===== src/hw/rtl/ppi_pkg.sv =====
// types, constants and the arctangent table shared by the pose integrator
package ppi_pkg;

  // one input item
  typedef struct packed {
    logic               op;
    logic signed [15:0] cmd_vx;
    logic signed [15:0] cmd_vy;
    logic signed [15:0] cmd_wz;
    logic        [15:0] tick_dt;
  } in_item_t;

  // one result item
  typedef struct packed {
    logic signed [31:0] pose_x;
    logic signed [31:0] pose_y;
    logic signed [31:0] pose_z;
    logic        [15:0] heading;
    logic signed [15:0] out_vx;
    logic signed [15:0] out_vy;
    logic signed [15:0] out_wz;
    logic               cmd_active;
  } out_item_t;

  typedef logic [2:0] cfg_index_t;

  // register indexes
  localparam cfg_index_t REG_MAX_LIN   = 3'd0;
  localparam cfg_index_t REG_MAX_ANG   = 3'd1;
  localparam cfg_index_t REG_TIMEOUT   = 3'd2;
  localparam cfg_index_t REG_START_X   = 3'd3;
  localparam cfg_index_t REG_START_Y   = 3'd4;
  localparam cfg_index_t REG_START_Z   = 3'd5;
  localparam cfg_index_t REG_START_HDG = 3'd6;

  // item kinds
  localparam logic OP_CMD  = 1'b0;
  localparam logic OP_TICK = 1'b1;

  // time step limit, 0.1 s in 2^-16 s
  localparam logic [15:0] DT_MAX  = 16'd6554;
  localparam int unsigned DT_BITS = 13;

  localparam logic [20:0] AGE_MAX = 21'h1FFFFF;

  // cordic gain 0.6073 in Q32
  localparam logic [31:0] CORDIC_GAIN_Q32 = 32'd2608131496;

  // 65536 / (2 pi) in Q16, scaled result shifted down by YAW_SHIFT
  localparam int unsigned RAD_BITS       = 30;
  localparam logic [29:0] RAD_TO_BAM_Q16 = 30'd683565276;
  localparam int unsigned YAW_SHIFT      = 40;

  // arctangent of 2^-i as a fraction of a turn, 2^32 per turn
  function automatic logic [31:0] atan_turn(input logic [4:0] idx);
    case (idx)
      5'd0:    return 32'h20000000;
      5'd1:    return 32'h12E4051D;
      5'd2:    return 32'h09FB385B;
      5'd3:    return 32'h051111D4;
      5'd4:    return 32'h028B0D43;
      5'd5:    return 32'h0145D7E1;
      5'd6:    return 32'h00A2F61E;
      5'd7:    return 32'h00517C55;
      5'd8:    return 32'h0028BE53;
      5'd9:    return 32'h00145F2E;
      5'd10:   return 32'h000A2F98;
      5'd11:   return 32'h000517CC;
      5'd12:   return 32'h00028BE6;
      5'd13:   return 32'h000145F3;
      5'd14:   return 32'h0000A2F9;
      5'd15:   return 32'h0000517C;
      5'd16:   return 32'h000028BE;
      5'd17:   return 32'h0000145F;
      5'd18:   return 32'h00000A2F;
      5'd19:   return 32'h00000517;
      5'd20:   return 32'h0000028B;
      5'd21:   return 32'h00000145;
      5'd22:   return 32'h000000A2;
      5'd23:   return 32'h00000051;
      default: return 32'h00000000;
    endcase
  endfunction

endpackage


===== src/hw/rtl/planar_pose_integrator_top.sv =====
// dead-reckoning pose integrator with cordic rotation and bit-serial multiplies
// a command item is taken in idle and gives no result; a tick whose command is stale
//   goes straight to the output state; an active tick first runs the cordic loop, the
//   velocity multiply (one speed bit at a time), the time multiply and the pose update
// one item at a time: the input is ready only in idle, and the output state waits
//   for the output register to free up
// reset: async active low; pose, held command, age and registers take their reset values
module planar_pose_integrator_top #(
  parameter int unsigned TRIG_BITS = 16
) (
  input  logic                  clk_i,
  input  logic                  rst_ni,
  input  logic                  in_valid_i,
  output logic                  in_ready_o,
  input  ppi_pkg::in_item_t     in_data_i,
  output logic                  out_valid_o,
  input  logic                  out_ready_i,
  output ppi_pkg::out_item_t    out_data_o,
  input  logic                  cfg_valid_i,
  output logic                  cfg_ready_o,
  input  ppi_pkg::cfg_index_t   cfg_index_i,
  input  logic [31:0]           cfg_data_i
);
  import ppi_pkg::*;

  // cordic x and y carry a sign and one guard bit over the Q(TRIG_BITS) range
  localparam int unsigned CW     = TRIG_BITS + 2;
  // world speed vx*c - vy*s
  localparam int unsigned WX_W   = TRIG_BITS + 19;
  // world speed times dt
  localparam int unsigned WV_W   = WX_W + 14;
  localparam int unsigned SHX    = TRIG_BITS + 8;
  localparam int unsigned SX_W   = WV_W - SHX;
  // turn rate times dt, then times the radian to binary angle factor
  localparam int unsigned WZD_W  = 30;
  localparam int unsigned YAW_W  = WZD_W + RAD_BITS + 1;
  localparam int unsigned CNT_W  = 5;

  localparam logic [CNT_W-1:0] ROT_LAST  = CNT_W'(TRIG_BITS - 1);
  localparam logic [CNT_W-1:0] VMUL_LAST = CNT_W'(15);
  localparam logic [CNT_W-1:0] DMUL_LAST = CNT_W'(RAD_BITS - 1);

  localparam logic signed [CW-1:0] CORDIC_X0 = CW'(CORDIC_GAIN_Q32 >> (32 - TRIG_BITS));
  localparam logic [WV_W-1:0]  HALF_X   = WV_W'(1) << (SHX - 1);
  localparam logic [YAW_W-1:0] HALF_YAW = YAW_W'(1) << (YAW_SHIFT - 1);

  // sequencer states
  localparam logic [2:0] ST_IDLE = 3'd0;
  localparam logic [2:0] ST_ROT  = 3'd1;
  localparam logic [2:0] ST_VMUL = 3'd2;
  localparam logic [2:0] ST_DMUL = 3'd3;
  localparam logic [2:0] ST_UPD  = 3'd4;
  localparam logic [2:0] ST_OUT  = 3'd5;

  // symmetric clamp of a signed speed to +/- lim
  function automatic logic [15:0] clamp_sym(input logic [15:0] v, input logic [14:0] lim);
    logic signed [16:0] hi;
    logic signed [16:0] lo;
    logic signed [16:0] val;
    hi  = $signed({2'b00, lim});
    lo  = -hi;
    val = $signed({v[15], v});
    if (val > hi) begin
      return hi[15:0];
    end else if (val < lo) begin
      return lo[15:0];
    end
    return v;
  endfunction

  // control and architectural state
  logic [2:0]       state_q, state_d;
  logic [CNT_W-1:0] cnt_q, cnt_d;
  logic             out_valid_q, out_valid_d;
  logic [14:0]      max_lin_q, max_lin_d;
  logic [14:0]      max_ang_q, max_ang_d;
  logic [19:0]      timeout_q, timeout_d;
  logic [31:0]      start_z_q, start_z_d;
  logic [31:0]      pos_x_q, pos_x_d;
  logic [31:0]      pos_y_q, pos_y_d;
  logic [15:0]      yaw_q, yaw_d;
  logic [15:0]      held_vx_q, held_vx_d;
  logic [15:0]      held_vy_q, held_vy_d;
  logic [15:0]      held_wz_q, held_wz_d;
  logic             cmd_seen_q, cmd_seen_d;
  logic [20:0]      cmd_age_q, cmd_age_d;
  logic             active_q, active_d;

  // datapath registers
  logic [12:0]            dt_q, dt_d;
  logic signed [CW-1:0]   x_q, x_d;
  logic signed [CW-1:0]   y_q, y_d;
  logic [31:0]            z_q, z_d;
  logic [1:0]             quad_q, quad_d;
  logic [WX_W-1:0]        c_sh_q, c_sh_d;
  logic [WX_W-1:0]        s_sh_q, s_sh_d;
  logic [15:0]            vx_sh_q, vx_sh_d;
  logic [15:0]            vy_sh_q, vy_sh_d;
  logic [WZD_W-1:0]       wz_sh_q, wz_sh_d;
  logic [12:0]            dt_sh_q, dt_sh_d;
  logic [WX_W-1:0]        accx_q, accx_d;
  logic [WX_W-1:0]        accy_q, accy_d;
  logic [WZD_W-1:0]       wzdt_q, wzdt_d;
  logic [WV_W-1:0]        wx_sh_q, wx_sh_d;
  logic [WV_W-1:0]        wy_sh_q, wy_sh_d;
  logic [WV_W-1:0]        accpx_q, accpx_d;
  logic [WV_W-1:0]        accpy_q, accpy_d;
  logic [YAW_W-1:0]       wzk_sh_q, wzk_sh_d;
  logic [RAD_BITS-1:0]    k_sh_q, k_sh_d;
  logic [YAW_W-1:0]       accyaw_q, accyaw_d;
  out_item_t              out_q, out_d;

  // handshakes
  logic in_fire;
  logic cfg_fire;
  assign in_ready_o  = (state_q == ST_IDLE);
  assign cfg_ready_o = 1'b1;
  assign in_fire     = in_valid_i && in_ready_o;
  assign cfg_fire    = cfg_valid_i && cfg_ready_o;
  assign out_valid_o = out_valid_q;
  assign out_data_o  = out_q;

  // tick front end: saturate dt, age the command, decide if it still drives motion
  logic [12:0] dt_sat;
  logic [21:0] age_sum;
  logic [20:0] age_new;
  logic        tick_active;
  assign dt_sat      = (in_data_i.tick_dt > DT_MAX) ? DT_MAX[12:0] : in_data_i.tick_dt[12:0];
  assign age_sum     = {1'b0, cmd_age_q} + {9'b0, dt_sat};
  assign age_new     = age_sum[21] ? AGE_MAX : age_sum[20:0];
  assign tick_active = cmd_seen_q &&
                       ((timeout_q == '0) || (age_new <= {1'b0, timeout_q}));

  // nearest quadrant of the yaw and the residual angle, 2^16 per turn
  logic [15:0] yaw_bias;
  logic [1:0]  quad_new;
  logic [15:0] rem16;
  assign yaw_bias = yaw_q + 16'h2000;
  assign quad_new = yaw_bias[15:14];
  assign rem16    = yaw_q - {quad_new, 14'b0};

  // one cordic micro-rotation per cycle, shift set by the iteration count
  logic signed [CW-1:0] dx_rot, dy_rot, x_n, y_n;
  logic [31:0]          z_n, atan_i;
  assign dx_rot = y_q >>> cnt_q;
  assign dy_rot = x_q >>> cnt_q;
  assign atan_i = atan_turn(cnt_q);
  assign x_n    = z_q[31] ? (x_q + dx_rot) : (x_q - dx_rot);
  assign y_n    = z_q[31] ? (y_q - dy_rot) : (y_q + dy_rot);
  assign z_n    = z_q[31] ? (z_q + atan_i) : (z_q - atan_i);

  // fold the quadrant back in to get cos and sin
  logic signed [CW-1:0] c_fin, s_fin;
  always_comb begin
    case (quad_q)
      2'd0: begin
        c_fin = x_n;
        s_fin = y_n;
      end
      2'd1: begin
        c_fin = -y_n;
        s_fin = x_n;
      end
      2'd2: begin
        c_fin = -x_n;
        s_fin = -y_n;
      end
      default: begin
        c_fin = y_n;
        s_fin = -x_n;
      end
    endcase
  end

  // velocity rotation, one bit of vx and vy per cycle; the sign bit weighs negative
  logic [WX_W-1:0]  ppx, ppy, accx_n, accy_n;
  logic [WZD_W-1:0] wzdt_n;
  assign ppx    = (vx_sh_q[0] ? c_sh_q : '0) - (vy_sh_q[0] ? s_sh_q : '0);
  assign ppy    = (vx_sh_q[0] ? s_sh_q : '0) + (vy_sh_q[0] ? c_sh_q : '0);
  assign accx_n = (cnt_q == VMUL_LAST) ? (accx_q - ppx) : (accx_q + ppx);
  assign accy_n = (cnt_q == VMUL_LAST) ? (accy_q - ppy) : (accy_q + ppy);
  assign wzdt_n = wzdt_q + (dt_sh_q[0] ? wz_sh_q : '0);

  // rounding to Q16.16 steps and binary angle step
  logic [WV_W-1:0]  rnd_x, rnd_y;
  logic [YAW_W-1:0] rnd_yaw;
  logic [31:0]      step_x, step_y;
  assign rnd_x   = accpx_q + HALF_X;
  assign rnd_y   = accpy_q + HALF_X;
  assign rnd_yaw = accyaw_q + HALF_YAW;
  assign step_x  = {{(32 - SX_W){rnd_x[WV_W-1]}}, rnd_x[WV_W-1:SHX]};
  assign step_y  = {{(32 - SX_W){rnd_y[WV_W-1]}}, rnd_y[WV_W-1:SHX]};

  always_comb begin
    state_d     = state_q;
    cnt_d       = cnt_q;
    out_valid_d = out_valid_q && !out_ready_i;
    out_d       = out_q;
    max_lin_d   = max_lin_q;
    max_ang_d   = max_ang_q;
    timeout_d   = timeout_q;
    start_z_d   = start_z_q;
    pos_x_d     = pos_x_q;
    pos_y_d     = pos_y_q;
    yaw_d       = yaw_q;
    held_vx_d   = held_vx_q;
    held_vy_d   = held_vy_q;
    held_wz_d   = held_wz_q;
    cmd_seen_d  = cmd_seen_q;
    cmd_age_d   = cmd_age_q;
    active_d    = active_q;
    dt_d        = dt_q;
    x_d         = x_q;
    y_d         = y_q;
    z_d         = z_q;
    quad_d      = quad_q;
    c_sh_d      = c_sh_q;
    s_sh_d      = s_sh_q;
    vx_sh_d     = vx_sh_q;
    vy_sh_d     = vy_sh_q;
    wz_sh_d     = wz_sh_q;
    dt_sh_d     = dt_sh_q;
    accx_d      = accx_q;
    accy_d      = accy_q;
    wzdt_d      = wzdt_q;
    wx_sh_d     = wx_sh_q;
    wy_sh_d     = wy_sh_q;
    accpx_d     = accpx_q;
    accpy_d     = accpy_q;
    wzk_sh_d    = wzk_sh_q;
    k_sh_d      = k_sh_q;
    accyaw_d    = accyaw_q;

    unique case (state_q)
      ST_IDLE: begin
        if (in_fire) begin
          if (in_data_i.op == OP_CMD) begin
            // store the clamped command and restart its age
            held_vx_d  = clamp_sym(in_data_i.cmd_vx, max_lin_q);
            held_vy_d  = clamp_sym(in_data_i.cmd_vy, max_lin_q);
            held_wz_d  = clamp_sym(in_data_i.cmd_wz, max_ang_q);
            cmd_age_d  = '0;
            cmd_seen_d = 1'b1;
          end else begin
            cmd_age_d = age_new;
            active_d  = tick_active;
            dt_d      = dt_sat;
            // load the rotation and the first multiply pass
            x_d       = CORDIC_X0;
            y_d       = '0;
            z_d       = {rem16, 16'h0000};
            quad_d    = quad_new;
            vx_sh_d   = held_vx_q;
            vy_sh_d   = held_vy_q;
            wz_sh_d   = {{(WZD_W - 16){held_wz_q[15]}}, held_wz_q};
            dt_sh_d   = dt_sat;
            accx_d    = '0;
            accy_d    = '0;
            wzdt_d    = '0;
            cnt_d     = '0;
            state_d   = tick_active ? ST_ROT : ST_OUT;
          end
        end
      end
      ST_ROT: begin
        x_d   = x_n;
        y_d   = y_n;
        z_d   = z_n;
        cnt_d = cnt_q + 1'b1;
        if (cnt_q == ROT_LAST) begin
          c_sh_d  = {{(WX_W - CW){c_fin[CW-1]}}, c_fin};
          s_sh_d  = {{(WX_W - CW){s_fin[CW-1]}}, s_fin};
          cnt_d   = '0;
          state_d = ST_VMUL;
        end
      end
      ST_VMUL: begin
        accx_d  = accx_n;
        accy_d  = accy_n;
        wzdt_d  = wzdt_n;
        c_sh_d  = {c_sh_q[WX_W-2:0], 1'b0};
        s_sh_d  = {s_sh_q[WX_W-2:0], 1'b0};
        vx_sh_d = {1'b0, vx_sh_q[15:1]};
        vy_sh_d = {1'b0, vy_sh_q[15:1]};
        wz_sh_d = {wz_sh_q[WZD_W-2:0], 1'b0};
        dt_sh_d = {1'b0, dt_sh_q[12:1]};
        cnt_d   = cnt_q + 1'b1;
        if (cnt_q == VMUL_LAST) begin
          // world speeds and turn rate times dt go to the second pass
          wx_sh_d  = {{(WV_W - WX_W){accx_n[WX_W-1]}}, accx_n};
          wy_sh_d  = {{(WV_W - WX_W){accy_n[WX_W-1]}}, accy_n};
          wzk_sh_d = {{(YAW_W - WZD_W){wzdt_n[WZD_W-1]}}, wzdt_n};
          k_sh_d   = RAD_TO_BAM_Q16;
          dt_sh_d  = dt_q;
          accpx_d  = '0;
          accpy_d  = '0;
          accyaw_d = '0;
          cnt_d    = '0;
          state_d  = ST_DMUL;
        end
      end
      ST_DMUL: begin
        accpx_d  = accpx_q + (dt_sh_q[0] ? wx_sh_q : '0);
        accpy_d  = accpy_q + (dt_sh_q[0] ? wy_sh_q : '0);
        accyaw_d = accyaw_q + (k_sh_q[0] ? wzk_sh_q : '0);
        wx_sh_d  = {wx_sh_q[WV_W-2:0], 1'b0};
        wy_sh_d  = {wy_sh_q[WV_W-2:0], 1'b0};
        wzk_sh_d = {wzk_sh_q[YAW_W-2:0], 1'b0};
        dt_sh_d  = {1'b0, dt_sh_q[12:1]};
        k_sh_d   = {1'b0, k_sh_q[RAD_BITS-1:1]};
        cnt_d    = cnt_q + 1'b1;
        if (cnt_q == DMUL_LAST) begin
          cnt_d   = '0;
          state_d = ST_UPD;
        end
      end
      ST_UPD: begin
        pos_x_d = pos_x_q + step_x;
        pos_y_d = pos_y_q + step_y;
        yaw_d   = yaw_q + rnd_yaw[YAW_SHIFT+15:YAW_SHIFT];
        state_d = ST_OUT;
      end
      ST_OUT: begin
        // wait for the output register to free up
        if (!out_valid_q || out_ready_i) begin
          out_d.pose_x     = pos_x_q;
          out_d.pose_y     = pos_y_q;
          out_d.pose_z     = start_z_q;
          out_d.heading    = yaw_q;
          out_d.out_vx     = active_q ? held_vx_q : '0;
          out_d.out_vy     = active_q ? held_vy_q : '0;
          out_d.out_wz     = active_q ? held_wz_q : '0;
          out_d.cmd_active = active_q;
          out_valid_d      = 1'b1;
          state_d          = ST_IDLE;
        end
      end
      default: begin
        state_d = ST_IDLE;
      end
    endcase

    // register writes; start values also load the pose
    if (cfg_fire) begin
      unique case (cfg_index_i)
        REG_MAX_LIN:   max_lin_d = cfg_data_i[14:0];
        REG_MAX_ANG:   max_ang_d = cfg_data_i[14:0];
        REG_TIMEOUT:   timeout_d = cfg_data_i[19:0];
        REG_START_X:   pos_x_d   = cfg_data_i;
        REG_START_Y:   pos_y_d   = cfg_data_i;
        REG_START_Z:   start_z_d = cfg_data_i;
        REG_START_HDG: yaw_d     = cfg_data_i[15:0];
        default: ;
      endcase
    end
  end

  always_ff @(posedge clk_i or negedge rst_ni) begin
    if (!rst_ni) begin
      state_q     <= ST_IDLE;
      cnt_q       <= '0;
      out_valid_q <= 1'b0;
      max_lin_q   <= 15'd256;
      max_ang_q   <= 15'd384;
      timeout_q   <= 20'd32768;
      start_z_q   <= '0;
      pos_x_q     <= '0;
      pos_y_q     <= '0;
      yaw_q       <= '0;
      held_vx_q   <= '0;
      held_vy_q   <= '0;
      held_wz_q   <= '0;
      cmd_seen_q  <= 1'b0;
      cmd_age_q   <= '0;
      active_q    <= 1'b0;
    end else begin
      state_q     <= state_d;
      cnt_q       <= cnt_d;
      out_valid_q <= out_valid_d;
      max_lin_q   <= max_lin_d;
      max_ang_q   <= max_ang_d;
      timeout_q   <= timeout_d;
      start_z_q   <= start_z_d;
      pos_x_q     <= pos_x_d;
      pos_y_q     <= pos_y_d;
      yaw_q       <= yaw_d;
      held_vx_q   <= held_vx_d;
      held_vy_q   <= held_vy_d;
      held_wz_q   <= held_wz_d;
      cmd_seen_q  <= cmd_seen_d;
      cmd_age_q   <= cmd_age_d;
      active_q    <= active_d;
    end
  end

  always_ff @(posedge clk_i) begin
    dt_q     <= dt_d;
    x_q      <= x_d;
    y_q      <= y_d;
    z_q      <= z_d;
    quad_q   <= quad_d;
    c_sh_q   <= c_sh_d;
    s_sh_q   <= s_sh_d;
    vx_sh_q  <= vx_sh_d;
    vy_sh_q  <= vy_sh_d;
    wz_sh_q  <= wz_sh_d;
    dt_sh_q  <= dt_sh_d;
    accx_q   <= accx_d;
    accy_q   <= accy_d;
    wzdt_q   <= wzdt_d;
    wx_sh_q  <= wx_sh_d;
    wy_sh_q  <= wy_sh_d;
    accpx_q  <= accpx_d;
    accpy_q  <= accpy_d;
    wzk_sh_q <= wzk_sh_d;
    k_sh_q   <= k_sh_d;
    accyaw_q <= accyaw_d;
    out_q    <= out_d;
  end

  // a command item never starts the sequencer
  a_cmd_no_work: assert property (@(posedge clk_i) disable iff (!rst_ni)
    (in_fire && (in_data_i.op == OP_CMD)) |=> (state_q == ST_IDLE))
    else $error("command item left the idle state");

  // a stale tick goes straight to the result
  a_stale_skip: assert property (@(posedge clk_i) disable iff (!rst_ni)
    (in_fire && (in_data_i.op == OP_TICK) && !tick_active) |=> (state_q == ST_OUT))
    else $error("stale tick entered the datapath");

  // the pose update follows a complete time multiply
  a_full_dmul: assert property (@(posedge clk_i) disable iff (!rst_ni)
    (state_q == ST_UPD) |-> (($past(state_q) == ST_DMUL) && ($past(cnt_q) == DMUL_LAST)))
    else $error("pose update without a full multiply pass");

  // dt is fully shifted out before the time multiply ends
  a_dt_drained: assert property (@(posedge clk_i) disable iff (!rst_ni)
    ((state_q == ST_DMUL) && (cnt_q >= CNT_W'(DT_BITS))) |-> (dt_sh_q == '0))
    else $error("dt bits left after the time multiply");

  // an active result needs a command seen before
  a_active_seen: assert property (@(posedge clk_i) disable iff (!rst_ni)
    (out_valid_q && out_q.cmd_active) |-> cmd_seen_q)
    else $error("active result without any command");

endmodule


===== config.mk =====
export PLATFORM = sky130hd
export DESIGN_NAME = planar_pose_integrator_top
export DESIGN_NICKNAME = d
export VERILOG_FILES = /design/src/hw/rtl/ppi_pkg.sv /design/src/hw/rtl/planar_pose_integrator_top.sv
export SDC_FILE = /design/constraint.sdc
export NUM_CORES = 2
export LEC_CHECK = 0
export ABC_AREA = 1
export BUFFER_PORTS_ARGS = -buffer_cell sky130_fd_sc_hd__buf_4
export CORE_AREA = 2 2 371 373
export DETAILED_ROUTE_END_ITERATION = 12
export DIE_AREA = 0 0 373 375
export HOLD_SLACK_MARGIN = 0.12
export PLACE_DENSITY = 0.84
export SLEW_MARGIN = 20
export SYNTH_ARGS = -nofsm -noshare
export SYNTH_HDL_FRONTEND = slang
export SYNTH_SLANG_ARGS = --single-unit

===== constraint.sdc =====
create_clock -name clk_i -period 20.4 [get_ports clk_i]
set_input_delay 3.06 -clock clk_i [delete_from_list [all_inputs] [get_ports clk_i]]
set_output_delay 3.06 -clock clk_i [all_outputs]
set_load 0.03 [all_outputs]

==> results by stage <==
Clocking:
- The clock reaches the later pin of the worst-skew pair after 790 ps.
- The clock tree synthesis step divided the H-tree into 3 levels.
- The clock passes through at most 3 buffers.
- In this run the clock root is driven by a sky130_fd_sc_hd__clkbuf_16.
- The number of hold-repair buffers added at the cts stage is 0.
- The count of cells resized by post-cts repair is 0.
- Clock-pin slew was measured on the worst setup and hold paths at 60 ps.
- The sink count of the clock tree is 1069.
- The total setup buffers inserted after CTS is 0.
- The number of clock buffers inserted by TritonCTS is 115.
- The CTS tree is yes.

Global routing:
- The number of antenna violations at the first check in global routing is 8.
- The global-route usage over all layers is 35.1%.
- The first-pass GRT wire length is 391000 um.
- Entering global routing, the biggest net connects 226 pins.
- Summed over all layers, the global routing overflow is 0.
- The number of global-route vias before repair is 71.1k.

Drt:
- The final route contains 75.0k vias.
- The DRC violation count after routing is 0.
- The first-iteration detailed-routing DRC count is 8085.
- The routed wirelength normalized by instance count is slightly below 20 um.
- Dividing the detail-routed via count by the number of cells gives 5.87.
- The first TritonRoute pass finished after 7 iterations.
- For this block, the routed nets add up to 251000 um of wire.
- The number of antenna-violating nets in the routed design is 0.

Setup path:
- The cell repeated most along the worst path is sky130_fd_sc_hd__nand2_1.
- The worst path required time is 21040 ps.
- The longest individual stage delay on the worst path is 850 ps.
- STA classifies the critical path startpoint as an input port.
- At the worst endpoint, the arrival time is 8940 ps.
- In this design, the largest share of critical-path delay is due to simple AND/OR/NAND/NOR gates.
- The worst register-to-register path ends at s_sh_q[22].
- The worst setup path is captured at a register.
- The setup check on the worst reg-to-reg path leaves a slack of between 10000 and 15000 ps.
- The startpoint of the worst-slack reg-to-reg timing path is cnt_q[3].
- Counting both buffers and inverters, the worst setup path holds a total of 7.
- By startpoint and endpoint, the worst setup path is classified as input port to register.
- On the critical path, the stage with the largest delay is an instance of sky130_fd_sc_hd__nor3_2.
- Along the worst path, the maximum fanout reaches 15.
- The count of cells along the worst register-to-register path is 27.

STA:
- The worst slew margin relative to its limit is 17.4%.
- Final hold analysis gives a worst-case slack of about 450 ps.
- Summed over all failing endpoints, the final setup total negative slack is 0 ps.
- The slew at the pin closest to its max-slew limit is 1240 ps.
- The count of endpoints failing setup in the final report is 0.
- The maximum clock rate is 120 MHz.
- Setup repair after global routing left no endpoint under its margin.
- After layout, the minimum clock period comes to 8300 ps.
- The final cycle utilization of the critical path is 40.7%.
- The count of final max-slew check failures is 0.
- The worst setup skew after layout is 74.6 ps.
- The number of failing hold endpoints at the final stage came to 0.

Logic synthesis:
- The gate count of the mapped netlist is 10.7k.
- In this run the cell area of the synthesized design comes to 0.0810 mm^2.
- For this run, the number of Yosys warnings is 0.
- The synthesized area divided by synthesized cell count is 7.55 um^2.
- By area the synthesized netlist is led by sky130_fd_sc_hd__edfxtp_1 (31%), sky130_fd_sc_hd__nand2_1 (13%), sky130_fd_sc_hd__ha_1 (9.3%).
- For this run, asynchronously set or reset flops after synthesis account for 22.6%.
- The most used flip-flop cell after synthesis is sky130_fd_sc_hd__edfxtp_1.
- The sequential-to-total area share from yosys stat is 38.1%.
- Yosys mapped the design onto 80 distinct sky130hd cell types.
- The synthesis-stage register bit count is 1069.
- The post-synthesis cell type with the largest combined area is sky130_fd_sc_hd__edfxtp_1.
- The synthesized net count is 11.5k.
- The number of synthesized flops with an enable pin is 827.
- The synthesized design devotes to its leading area cell type 30.7% of total area.

Die:
- After floorplanning, the core was divided into 136 placement rows.
- The floorplan die height is 375 um.
- The floorplan step set the die width to 373 um.
- The core region is 0.136 mm^2.
- During I/O placement, the number of pins put on the boundary was 269.
- The full die area is 0.140 mm^2.
- The initial core utilization is 59.4%.

Layout:
- The library cell used most frequently in the layout, excluding fill and tap cells, is sky130_fd_sc_hd__nand2_1.
- The share of post-route cells with drive strength above 1 is 6.68%.
- The post-route non-filler standard cell count is about 13k.
- The layout net count is about 12k.
- The synthesis-to-layout area growth is 9.41%.
- After routing the design area is 0.0886 mm^2.
- Leaving out fill and tap cells, the most frequent cells in the layout are sky130_fd_sc_hd__nand2_1 (2737), sky130_fd_sc_hd__inv_1 (1475), sky130_fd_sc_hd__nor2_1 (923).

Placement:
- The count of input and output buffers is 267.
- Once placement completed, the tool counted placed cells totaling 12.6k.
- The instance area after placement is roughly 0.085 mm^2.
- The wire-length estimate of the detail-placed layout is 190000 um.
- The global placer's final weighted congestion is approximately 1.0.

Job:
- Max-cap violations in this run came to 0.

Worst hold path:
- The worst min-delay path class is register to register.
- The end of the worst hold path is out_data_o[92].
- Along the worst hold path, the cell count comes to 0.
- The startpoint identified for the worst hold timing path is start_z_q[27].

Run status:
- The flow ran to the end, and the final reports show no timing, DRC or antenna violations.
[metrics by stage]
stage / utilization [%] / setup slack (ps)
after floorplan: - / 8800
after global placement: 62.0 / 11180
after detailed placement: 62.0 / 11160
after CTS: 65.0 / 12000
after global routing: 65.0 / 11360
final: 65.0 / 12100
[flip-flops by register name (all words and copies together) (netlist names), 32 cells and up]
signal / count
accy_q: 35
c_sh_q: 35
pos_x_q: 32
start_z_q: 32
wx_sh_q: 49
accyaw_q: 56
out_data_o: 161
wy_sh_q: 49
z_q: 32
pos_y_q: 32
wzk_sh_q: 56
accx_q: 35
accpy_q: 49
s_sh_q: 35
accpx_q: 49
[worst max path at each step]
stage | start | end | slack [ps] | cells after the start
2_1_floorplan | out_ready_i | out_data_o[0] | 8800 | 2
5_1_grt | in_data_i[4] | state_q[2] | 11360 | 36
6_report | in_data_i[4] | state_q[2] | 12100 | 36
4_1_cts | in_data_i[4] | state_q[2] | 12000 | 36
3_5_place_dp | in_data_i[4] | state_q[2] | 11160 | 36
3_3_place_gp | in_data_i[4] | state_q[2] | 11180 | 36
[routing by layer]
metal / vias to the layer above / GRT usage, % / part of all wire [%]
li1: 36300 / - / -
met1: 35200 / 47.7 / 43
met2: 3070 / 57.0 / 45
met3: 510 / 4.73 / 7.7
met4: 6 / 13.5 / 4.2
met5: - / 0 / 0.014
[synthesized netlist by cell type (all sizes together) (29+ instances only)]
cell       n
edfxtp   827
a22oi     57
a21o      46
o21ai    886
nand3    478
xor2     263
clkbuf   233
o211ai    69
inv     1485
nor4      29
nor2     950
xnor2    135
dfrtp    238
nand4     97
nand2   2795
or2       54
ha       605
o21bai    35
a31oi     68
a21oi    867
o21a      86
nor3     125
a21boi    29
o22ai     45
buf       50
[logic make-up after synthesis]
family / Yosys count / share of synthesized area, %
other: 1 / 0.00463
AOI/OAI and AO/OA: 2304 / 16.0
DFF: 1069 / 38.1
adders and majority gates: 620 / 9.71
xor gates and xnor gates: 398 / 4.42
buffers and inverters: 1774 / 8.47
and+or+nand+nor: 4567 / 23.3
muxes: 1 / 0.0139
[final cells by class]
cell class	count	area (um^2)
Sequential cell	1069	30900
Antenna cell	3	7.51
Multi-Input combinational cell	7891	43400
Timing Repair Buffer	321	2440
Fill cell	11800	47700
Tap cell	1794	2240
Clock buffer	148	3210
Clock inverter	71	882
Inverter	1490	5600
Power is left out: the tool's default activity adds up to more than one toggle a clock period on the data nets, which glitch-free logic cannot reach.
